--- src/sv/zero_padded_vector_alu_defines.svh ---
// Assertion helpers for the vector ALU. Both expect clk_i and rst_ni in scope.
`ifndef ZERO_PADDED_VECTOR_ALU_DEFINES_SVH
`define ZERO_PADDED_VECTOR_ALU_DEFINES_SVH

// Same-cycle implication.
`define ZPVA_ASSERT(lbl, ante, cons) \
  lbl: assert property (@(posedge clk_i) disable iff (!rst_ni) (ante) |-> (cons)) \
    else $error("zpva assertion failed");

// Next-cycle implication.
`define ZPVA_ASSERT_NEXT(lbl, ante, cons) \
  lbl: assert property (@(posedge clk_i) disable iff (!rst_ni) (ante) |=> (cons)) \
    else $error("zpva assertion failed");

`endif

--- src/sv/zpva_pkg.sv ---
`timescale 1ns / 1ps

package zpva_pkg;

  localparam int unsigned ACC_WIDTH = 64;

  typedef enum logic [2:0] {
    KIND_ADD   = 3'd0,
    KIND_SUB   = 3'd1,
    KIND_DOT   = 3'd2,
    KIND_SCALE = 3'd3,
    KIND_CMP   = 3'd4
  } kind_e;

  typedef enum logic [1:0] {
    ORDER_EQ = 2'd0,
    ORDER_LT = 2'd1,
    ORDER_GT = 2'd2
  } order_e;

  // Control of the item leaving the product stage.
  typedef struct packed {
    logic  fire;  // item leaves the product stage this cycle
    kind_e kind;
    logic  last;
    logic  lt;    // a < b
    logic  gt;    // a > b
  } s2_ctrl_t;

endpackage

--- src/sv/zero_padded_vector_alu.sv ---
`timescale 1ns / 1ps
// Channel   Handshake                  Payload
// input     in_valid_i / in_ready_o    kind_i a_elem_i b_elem_i a_present_i b_present_i
//                                      scalar_i last_i
// output    out_valid_o / out_ready_i  value_o order_o last_out_o
//
// One item per cycle sustained while the output is not stalled; a result becomes valid
// once its item has passed the input register, which loads at the transfer, then the
// multiplier stage, then the accumulate/saturate stage into the output register.
// Dot and compare items before the last position leave no result.
// rst_ni clears all valid flags, the dot accumulator and the compare verdict.
// Each stage holds only while the stage after it is full and stalled, so up to two
// new items still enter while a finished result waits at the output.

module zero_padded_vector_alu
  import zpva_pkg::*;
#(
  parameter int unsigned VALUE_WIDTH = 32,
  parameter int unsigned FRAC_BITS   = 16
) (
  input  logic                          clk_i,
  input  logic                          rst_ni,
  input  logic                          in_valid_i,
  output logic                          in_ready_o,
  input  logic [2:0]                    kind_i,
  input  logic signed [VALUE_WIDTH-1:0] a_elem_i,
  input  logic signed [VALUE_WIDTH-1:0] b_elem_i,
  input  logic                          a_present_i,
  input  logic                          b_present_i,
  input  logic signed [VALUE_WIDTH-1:0] scalar_i,
  input  logic                          last_i,
  output logic                          out_valid_o,
  input  logic                          out_ready_i,
  output logic signed [VALUE_WIDTH-1:0] value_o,
  output logic [1:0]                    order_o,
  output logic                          last_out_o
);

  localparam int unsigned W = VALUE_WIDTH;
  localparam logic [W-1:0] MAX_V = {1'b0, {(W-1){1'b1}}};
  localparam logic [W-1:0] MIN_V = {1'b1, {(W-1){1'b0}}};

  // Stage 1: input register
  logic                v1_q;
  kind_e               kind1_q;
  logic signed [W-1:0] a1_q, b1_q, s1_q;
  logic                last1_q;
  logic                kind_ok;

  // Stage 2: product and sum
  logic                  v2_q;
  kind_e                 kind2_q;
  logic                  last2_q, lt2_q, gt2_q;
  logic signed [2*W-1:0] prod2_q, prod2_d;
  logic signed [W-1:0]   sum2_q, sum2_d;
  logic signed [W-1:0]   mul_op;
  logic [W:0]            sum_wide;

  // Output register
  logic         out_valid_q;
  logic [W-1:0] value_q;
  order_e       order_q;
  logic         last_q;

  logic         r_out, r2;
  s2_ctrl_t     ctrl;
  logic         res_valid;
  logic [W-1:0] res_value;
  order_e       res_order;

  assign r_out      = !out_valid_q || out_ready_i;
  assign r2         = !v2_q || r_out;
  assign in_ready_o = !v1_q || r2;

  assign kind_ok = (kind_i == KIND_ADD) || (kind_i == KIND_SUB) || (kind_i == KIND_DOT)
                || (kind_i == KIND_SCALE) || (kind_i == KIND_CMP);

  always_ff @(posedge clk_i or negedge rst_ni) begin
    if (!rst_ni) begin
      v1_q <= 1'b0;
    end else if (in_ready_o) begin
      // unused kinds are taken and dropped here
      v1_q <= in_valid_i && kind_ok;
    end
  end

  always_ff @(posedge clk_i) begin
    if (in_ready_o) begin
      kind1_q <= kind_e'(kind_i);
      a1_q    <= a_present_i ? a_elem_i : '0;
      b1_q    <= b_present_i ? b_elem_i : '0;
      s1_q    <= scalar_i;
      last1_q <= last_i;
    end
  end

  assign mul_op  = (kind1_q == KIND_SCALE) ? s1_q : a1_q;
  assign prod2_d = mul_op * b1_q;

  assign sum_wide = (kind1_q == KIND_SUB) ? ({a1_q[W-1], a1_q} - {b1_q[W-1], b1_q})
                                          : ({a1_q[W-1], a1_q} + {b1_q[W-1], b1_q});

  always_comb begin
    if (sum_wide[W] != sum_wide[W-1]) begin
      sum2_d = sum_wide[W] ? MIN_V : MAX_V;
    end else begin
      sum2_d = sum_wide[W-1:0];
    end
  end

  always_ff @(posedge clk_i or negedge rst_ni) begin
    if (!rst_ni) begin
      v2_q <= 1'b0;
    end else if (r2) begin
      v2_q <= v1_q;
    end
  end

  always_ff @(posedge clk_i) begin
    if (r2) begin
      kind2_q <= kind1_q;
      last2_q <= last1_q;
      lt2_q   <= a1_q < b1_q;
      gt2_q   <= a1_q > b1_q;
      prod2_q <= prod2_d;
      sum2_q  <= sum2_d;
    end
  end

  assign ctrl.fire = v2_q && r_out;
  assign ctrl.kind = kind2_q;
  assign ctrl.last = last2_q;
  assign ctrl.lt   = lt2_q;
  assign ctrl.gt   = gt2_q;

  zpva_reduce #(
    .VALUE_WIDTH (VALUE_WIDTH),
    .FRAC_BITS   (FRAC_BITS)
  ) u_reduce (
    .clk_i       (clk_i),
    .rst_ni      (rst_ni),
    .ctrl_i      (ctrl),
    .prod_i      (prod2_q),
    .sum_i       (sum2_q),
    .res_valid_o (res_valid),
    .res_value_o (res_value),
    .res_order_o (res_order)
  );

  always_ff @(posedge clk_i or negedge rst_ni) begin
    if (!rst_ni) begin
      out_valid_q <= 1'b0;
    end else if (r_out) begin
      out_valid_q <= res_valid;
    end
  end

  always_ff @(posedge clk_i) begin
    if (r_out) begin
      value_q <= res_value;
      order_q <= res_order;
      last_q  <= last2_q;
    end
  end

  assign out_valid_o = out_valid_q;
  assign value_o     = value_q;
  assign order_o     = order_q;
  assign last_out_o  = last_q;

endmodule

--- src/sv/zpva_reduce.sv ---
`timescale 1ns / 1ps
`include "zero_padded_vector_alu_defines.svh"

module zpva_reduce
  import zpva_pkg::*;
#(
  parameter int unsigned VALUE_WIDTH = 32,
  parameter int unsigned FRAC_BITS   = 16
) (
  input  logic                          clk_i,
  input  logic                          rst_ni,
  input  s2_ctrl_t                      ctrl_i,
  input  logic signed [2*VALUE_WIDTH-1:0] prod_i,
  input  logic signed [VALUE_WIDTH-1:0] sum_i,
  output logic                          res_valid_o,
  output logic [VALUE_WIDTH-1:0]        res_value_o,
  output order_e                        res_order_o
);

  localparam int unsigned W = VALUE_WIDTH;
  localparam int unsigned P = 2 * VALUE_WIDTH;
  localparam logic [W-1:0] MAX_V = {1'b0, {(W-1){1'b1}}};
  localparam logic [W-1:0] MIN_V = {1'b1, {(W-1){1'b0}}};
  localparam logic [ACC_WIDTH-1:0] ACC_MAX = {1'b0, {(ACC_WIDTH-1){1'b1}}};
  localparam logic [ACC_WIDTH-1:0] ACC_MIN = {1'b1, {(ACC_WIDTH-1){1'b0}}};

  logic signed [ACC_WIDTH-1:0] acc_q, acc_d, acc_sum;
  order_e                      verdict_q, verdict_d, verdict_upd;
  logic signed [P-1:0]         prod_sh;
  logic [W-1:0]                prod_sat, acc_sat;
  logic [ACC_WIDTH:0]          acc_wide;
  logic                        dot_done, cmp_done, cmp_held, kind_unused;

  // Arithmetic shift floors toward minus infinity.
  assign prod_sh = prod_i >>> FRAC_BITS;

  always_comb begin
    if ((&prod_sh[P-1:W-1]) || !(|prod_sh[P-1:W-1])) begin
      prod_sat = prod_sh[W-1:0];
    end else begin
      prod_sat = prod_sh[P-1] ? MIN_V : MAX_V;
    end
  end

  assign acc_wide = {acc_q[ACC_WIDTH-1], acc_q}
                  + {{(ACC_WIDTH-W+1){prod_sat[W-1]}}, prod_sat};

  always_comb begin
    if (acc_wide[ACC_WIDTH] != acc_wide[ACC_WIDTH-1]) begin
      acc_sum = acc_wide[ACC_WIDTH] ? ACC_MIN : ACC_MAX;
    end else begin
      acc_sum = acc_wide[ACC_WIDTH-1:0];
    end
  end

  always_comb begin
    if ((&acc_sum[ACC_WIDTH-1:W-1]) || !(|acc_sum[ACC_WIDTH-1:W-1])) begin
      acc_sat = acc_sum[W-1:0];
    end else begin
      acc_sat = acc_sum[ACC_WIDTH-1] ? MIN_V : MAX_V;
    end
  end

  // First unequal pair decides.
  always_comb begin
    verdict_upd = verdict_q;
    if (verdict_q == ORDER_EQ) begin
      if (ctrl_i.lt) begin
        verdict_upd = ORDER_LT;
      end else if (ctrl_i.gt) begin
        verdict_upd = ORDER_GT;
      end
    end
  end

  always_comb begin
    acc_d       = acc_q;
    verdict_d   = verdict_q;
    res_valid_o = 1'b0;
    res_value_o = '0;
    res_order_o = ORDER_EQ;
    unique case (ctrl_i.kind)
      KIND_ADD, KIND_SUB: begin
        res_valid_o = ctrl_i.fire;
        res_value_o = sum_i;
      end
      KIND_SCALE: begin
        res_valid_o = ctrl_i.fire;
        res_value_o = prod_sat;
      end
      KIND_DOT: begin
        res_valid_o = ctrl_i.fire && ctrl_i.last;
        res_value_o = acc_sat;
        if (ctrl_i.fire) begin
          acc_d = ctrl_i.last ? '0 : acc_sum;
        end
      end
      KIND_CMP: begin
        res_valid_o = ctrl_i.fire && ctrl_i.last;
        res_order_o = verdict_upd;
        if (ctrl_i.fire) begin
          verdict_d = ctrl_i.last ? ORDER_EQ : verdict_upd;
        end
      end
      default: begin
      end
    endcase
  end

  always_ff @(posedge clk_i or negedge rst_ni) begin
    if (!rst_ni) begin
      acc_q     <= '0;
      verdict_q <= ORDER_EQ;
    end else begin
      acc_q     <= acc_d;
      verdict_q <= verdict_d;
    end
  end

  assign dot_done    = ctrl_i.fire && ctrl_i.kind == KIND_DOT && ctrl_i.last;
  assign cmp_done    = ctrl_i.fire && ctrl_i.kind == KIND_CMP && ctrl_i.last;
  assign cmp_held    = ctrl_i.fire && ctrl_i.kind == KIND_CMP && !ctrl_i.last
                    && verdict_q != ORDER_EQ;
  assign kind_unused = ctrl_i.kind != KIND_ADD && ctrl_i.kind != KIND_SUB
                    && ctrl_i.kind != KIND_DOT && ctrl_i.kind != KIND_SCALE
                    && ctrl_i.kind != KIND_CMP;

  `ZPVA_ASSERT_NEXT(a_acc_clear, dot_done, acc_q == '0)
  `ZPVA_ASSERT_NEXT(a_verdict_clear, cmp_done, verdict_q == ORDER_EQ)
  `ZPVA_ASSERT_NEXT(a_verdict_sticky, cmp_held, $stable(verdict_q))
  `ZPVA_ASSERT(a_no_result_unused, kind_unused, !res_valid_o)

endmodule

--- config.mk ---
export PLATFORM = sky130hd
export DESIGN_NAME = zero_padded_vector_alu
export DESIGN_NICKNAME = d
export VERILOG_FILES = /design/src/sv/zpva_pkg.sv /design/src/sv/zero_padded_vector_alu.sv /design/src/sv/zpva_reduce.sv
export VERILOG_INCLUDE_DIRS = /design/src /design/src/sv
export SDC_FILE = /design/constraint.sdc
export NUM_CORES = 2
export LEC_CHECK = 0
export ABC_AREA = 1
export BUFFER_PORTS_ARGS = -buffer_cell sky130_fd_sc_hd__buf_2
export CORE_MARGIN = 8
export CORE_UTILIZATION = 55
export DETAILED_ROUTE_END_ITERATION = 6
export PLACE_DENSITY = 0.71
export RECOVER_POWER = 25
export SYNTH_ARGS = -nofsm -noshare
export SYNTH_HDL_FRONTEND = slang
export SYNTH_HIERARCHICAL = 1
export SYNTH_SLANG_ARGS = --single-unit
--- constraint.sdc ---
create_clock -name clk_i -period 14.5 [get_ports clk_i]
set_clock_uncertainty 0.1 [all_clocks]
set_input_delay 2.175 -clock clk_i [delete_from_list [all_inputs] [get_ports clk_i]]
set_output_delay 2.175 -clock clk_i [all_outputs]
set_load 0.05 [all_outputs]
# Word level (Yosys, flattened, before mapping)
# Cells that the tools add are included.
# totals
regBits	306
elab_cells	83
input_bits	106
output_inout_bits	37
# op_classes
n_lt_le_gt_ge	2
n_eq_ne	12
add_sub_neg	3
multipliers	1
mux	17
n_reduce_logical	29
# ops
cell	n
$mux 32	7
$mux 64	3
$pmux 32 s3	1
$add 64x32->65	1
$mul 32x32->64	1
$add 32x32->33	1
$mux 33	1
$reduce_and 33->1	1
$reduce_or 33->1	1
$sub 32x32->33	1
$gt 32x32->1	1
$lt 32x32->1	1
$reduce_and 17->1	1
$reduce_or 17->1	1
$eq 3x2->1 const B	5
$eq 3x1->1 const B	3
$logic_or 1x1->1	9
$mux 2	4
$eq 3x3->1 const B	2
$logic_not 3->1	2
$logic_not 1->1	5
$reduce_and 2->1	2
$reduce_or 2->1	2
$logic_and 1x1->1	3
4 further kinds	5

# Depth between registers and ports, before layout
# logic_depth
word_depth	12
depth_mapped	40
depth_no_buf	37

# Modules after synthesis
# Netlist, hierarchy kept.
# modules_own_cells
mod	area_per_inst_um2	n_inst	cells_per_inst	seq_area_each_um2
zero_padded_vector_alu	49306.0	1	5770	7191.9
zpva_reduce	10471.3	1	1983	1651.6

# Worst setup path after synthesis
# OpenSTA, ideal clock, no wires.
# synth_timing
path_kind	register to register
startpoint	reg kind1_q[2]
endpoint	reg prod2_q[61], data pin
required_time_ns	14.148
n_path_buf	2
setup_time_ns	0.252
path_stages_with_launch	31
arrival_time_ns	7.847
slack_ns	6.301
synth_period_minus_slack_ns	8.199
cell_sequence	edfxtp_1 nor3_2 clkbuf_1 or2_2 o21ai_2 buf_2 nor2_1 inv_1 fa_1 fa_1 inv_1 fa_1 fa_1 inv_1 fa_1 inv_1 fa_1 inv_1 fa_1 inv_1 fa_1 ha_1 nand2_1 nor2_1 inv_1 nor2_1 inv_1 nor4_1 nand3_1 nand3_1 nand2_1
# synth_via
elab_chain_len	3
# synth_lines
element	line	source
from (decl)	zero_padded_vector_alu.sv:45	kind_e kind1_q;
from (signal assigned)	zero_padded_vector_alu.sv:89	kind1_q <= kind_e'(kind_i);
$eq 3x2->1	zero_padded_vector_alu.sv:97	assign mul_op = (kind1_q == KIND_SCALE) ? s1_q : a1_q;
$mux 32	zero_padded_vector_alu.sv:97	
$mul 32x32->64	zero_padded_vector_alu.sv:98	assign prod2_d = mul_op * b1_q;
via prod2_d[61]	zero_padded_vector_alu.sv:54	logic signed [2*W-1:0] prod2_q, prod2_d;
to (signal assigned)	zero_padded_vector_alu.sv:125	prod2_q <= prod2_d;
to (decl)	zero_padded_vector_alu.sv:54	
# The timed path passes the listed nets, and every way through them passes these cells.
# A chain may end at the register's enable or synchronous reset.

# Worst setup path in the final report
# layout_timing
startpoint	reg kind1_q[2]
endpoint	reg prod2_q[54], data pin
# Same word-level chain as after synthesis.

==> flow_summary_export.csv <==
group,metric,value,unit
worst_setup_path,cp-start-kind,"flop",
synthesis,ys_warn_count,6,
sta,finalSetupViolations,0,
worst_hold_path,hold_end,"last2_q$_DFFE_PP_",
sta,hold_violations,0,
worst_setup_path,worstReg2RegEnd,"prod2_q[54]$_DFFE_PP_",
placed_design,port_buffers,142,
worst_hold_path,hp-class,"reg -> reg",
clock_network,clk_root_buffer_cell,"clkbuf_16",
clock_network,cts.repair.resized,0,
worst_setup_path,end_kind,"flop",
die,start_util,55.4,%
worst_hold_path,hp-start,"last1_q$_DFFE_PP_",
drt,drt-vias-per-instance,5.76,
finish,nFillCells,10100,
die,rows,120,
finish,finalNetCount,9265,
drt,remaining_drc_errors,0,
worst_setup_path,crit_slowest_cell,"fa_1",
worst_setup_path,path_max_fanout,34,
clock_network,cts_tree,"built",
worst_setup_path,timing.rr.start,"kind1_q[2]$_DFFE_PP_",
worst_setup_path,worst-r2r-setup-slack,4.54,ns
drt,num_vias,53000,
drt,drtAntennaViolNets,0,
clock_network,numCtsBuffers,38,
worst_setup_path,crit_type,"reg -> reg",
clock_network,clk_latency,0.64,ns
job,maxCapViolCount,3,
clock_network,cts_setup_buffers,0,
die,core-area,107000,sq um
finish,drive_gt1_share,5.69,%
grt,grt_max_degree,73,
finish,syn_to_final_growth,5.95,%
sta,slew_headroom,-183,%
drt,first_pass_iters,7,
sta,fmax,100,MHz
grt,grt_usage,38.6,%
grt,grt_antenna_before_repair,11,
die,io_pins,143,
worst_setup_path,startpoint,"kind1_q[2]$_DFFE_PP_",
drt,routed_wl,225,mm
run_status,status,"finished with violations",
die,die_x,344,um
drt,routedWlPerCell,24.5,um
worst_setup_path,cpPeakStageDelay,0.87,ns
placed_design,gp_congestion,1.06,
sta,fin_setup_tns,0,ns
synthesis,synth_area,59200,sq um
die,die_area,118000,sq um
synthesis,synth_cells,7726,
grt,grt_overflow,0,
sta,slew_violations,136,
sta,tightest_slew,4.25,ns
drt,dr.first_iter.drc_count,6151,
synthesis,syn_area_per_cell,7.66,sq um
sta,rsz0062_at_grt,"false",
worst_setup_path,worstPathArrival,10.26,ns
die,dieHeight,344,um
clock_network,clkTransAtPathRegs,0.06,ns
run_status,violations,"max-capacitance violations, max-slew violations",
clock_network,hold_buffers,0,
clock_network,clock-sinks,290,
grt,first_global_vias,54800,
clock_network,clockBufferDepth,3,
worst_setup_path,critPathRequiredTime,14.79,ns
grt,grt_first_pass_wirelength,338,mm
worst_setup_path,r2r_cells,30,
sta,period_share,68.7,%
placed_design,dpl.hpwl,180,mm
clock_network,htreeDepth,2,
worst_hold_path,hold_depth,0,
synthesis,syn_nets,9233,
sta,fin_crit,9.96,ns
stage by stage:
step / util [%] / hold WS [ns] / area [sq um] / std cells / worst slack (ns)
after global placement: 57.4 / 0.312 / 61400 / 9121 / 4.65
after detailed placement: 57.4 / 0.325 / 61400 / 9121 / 4.63
after floorplan: - / 0.300 / 59200 / 7726 / 6.30
after global routing: 58.6 / 0.337 / 62700 / 9190 / 4.05
final: 58.7 / 0.329 / 62700 / 9202 / 4.54
after CTS: 58.7 / 0.326 / 62700 / 9190 / 4.64
metal layers:
layer / global-route usage [%] / share of wire [%]
met1: 47.2 / 36
met2: 60.5 / 44
met3: 9.12 / 11
met4: 26.4 / 8.9
met5: 0.999 / 0.048
worst max-delay path, delay by kind of cell (launching register included):
family	cells	cell delay [ns]
buffers and inverters	11	2.19
AND/OR/NAND/NOR	9	1.58
flip-flops	1	0.46
adder cells (fa/ha/maj)	9	5.10
AO/OA/AOI/OAI	1	0.26
cell type report:
cell class,instances,area (sq um),share of cell area (%)
clock buffer,41,962,1.53
tap,1403,1760,2.80
timing repair buffer,247,1490,2.38
multi-input combinational,5372,43000,68.5
inverter,1809,6790,10.8
antenna,12,30.0,0.0479
clock inverter,28,349,0.557
sequential,290,8360,13.3
placed cells by master, fill, tap and decap left out, types with 6 or more instances in the layout:
| cell | instances |
|---|---|
| clkbuf_1 | 9 |
| nor2_1 | 891 |
| buf_4 | 105 |
| nor2_2 | 10 |
| inv_1 | 1766 |
| a21o_1 | 14 |
| a21oi_1 | 197 |
| nand3_2 | 19 |
| buf_2 | 136 |
| xnor2_1 | 17 |
| nor3_1 | 37 |
| ha_1 | 316 |
| edfxtp_1 | 221 |
| o21ai_1 | 23 |
| xor2_1 | 79 |
| o21ai_0 | 280 |
| nand4_1 | 40 |
| nand2_2 | 19 |
| fa_1 | 1085 |
| diode_2 | 12 |
| clkinv_1 | 21 |
| nand2_1 | 1955 |
| and2_1 | 7 |
| dfrtp_1 | 69 |
| inv_2 | 26 |
| nand3_1 | 220 |
| nor4_1 | 17 |
| o211ai_1 | 6 |
| clkbuf_16 | 38 |
| or2_2 | 34 |
| nand3b_1 | 9 |
| o21bai_1 | 34 |
| o21ai_2 | 18 |
how the worst max path moves through the flow:
| stage | to | slack [ns] | cells past startpoint |
|---|---|---|---|
| 2_1_floorplan | prod2_q[61]$_DFFE_PP_ | 6.30 | 30 |
| 3_3_place_gp | prod2_q[54]$_DFFE_PP_ | 4.65 | 30 |
| 3_5_place_dp | prod2_q[54]$_DFFE_PP_ | 4.63 | 30 |
| 4_1_cts | prod2_q[54]$_DFFE_PP_ | 4.64 | 30 |
| 5_1_grt | prod2_q[54]$_DFFE_PP_ | 4.05 | 30 |
| 6_report | prod2_q[54]$_DFFE_PP_ | 4.54 | 30 |
state kept, by name (all words and copies together), names as in the netlist:
register            cells
kind1_q                 3
order_o                 2
out_valid_o             1
prod2_q                48
value_o                32
gt2_q                   1
kind2_q                 3
sum2_q                 32
lt2_q                   1
last1_q                 1
a1_q                   32
last_out_o              1
last2_q                 1
s1_q                   32
b1_q                   32
v2_q                    1
v1_q                    1
u_reduce/acc_q         64
u_reduce/verdict_q      2
Power is not shown: default switching activity piles up to over one toggle a cycle in this logic, so the estimate is an artifact.
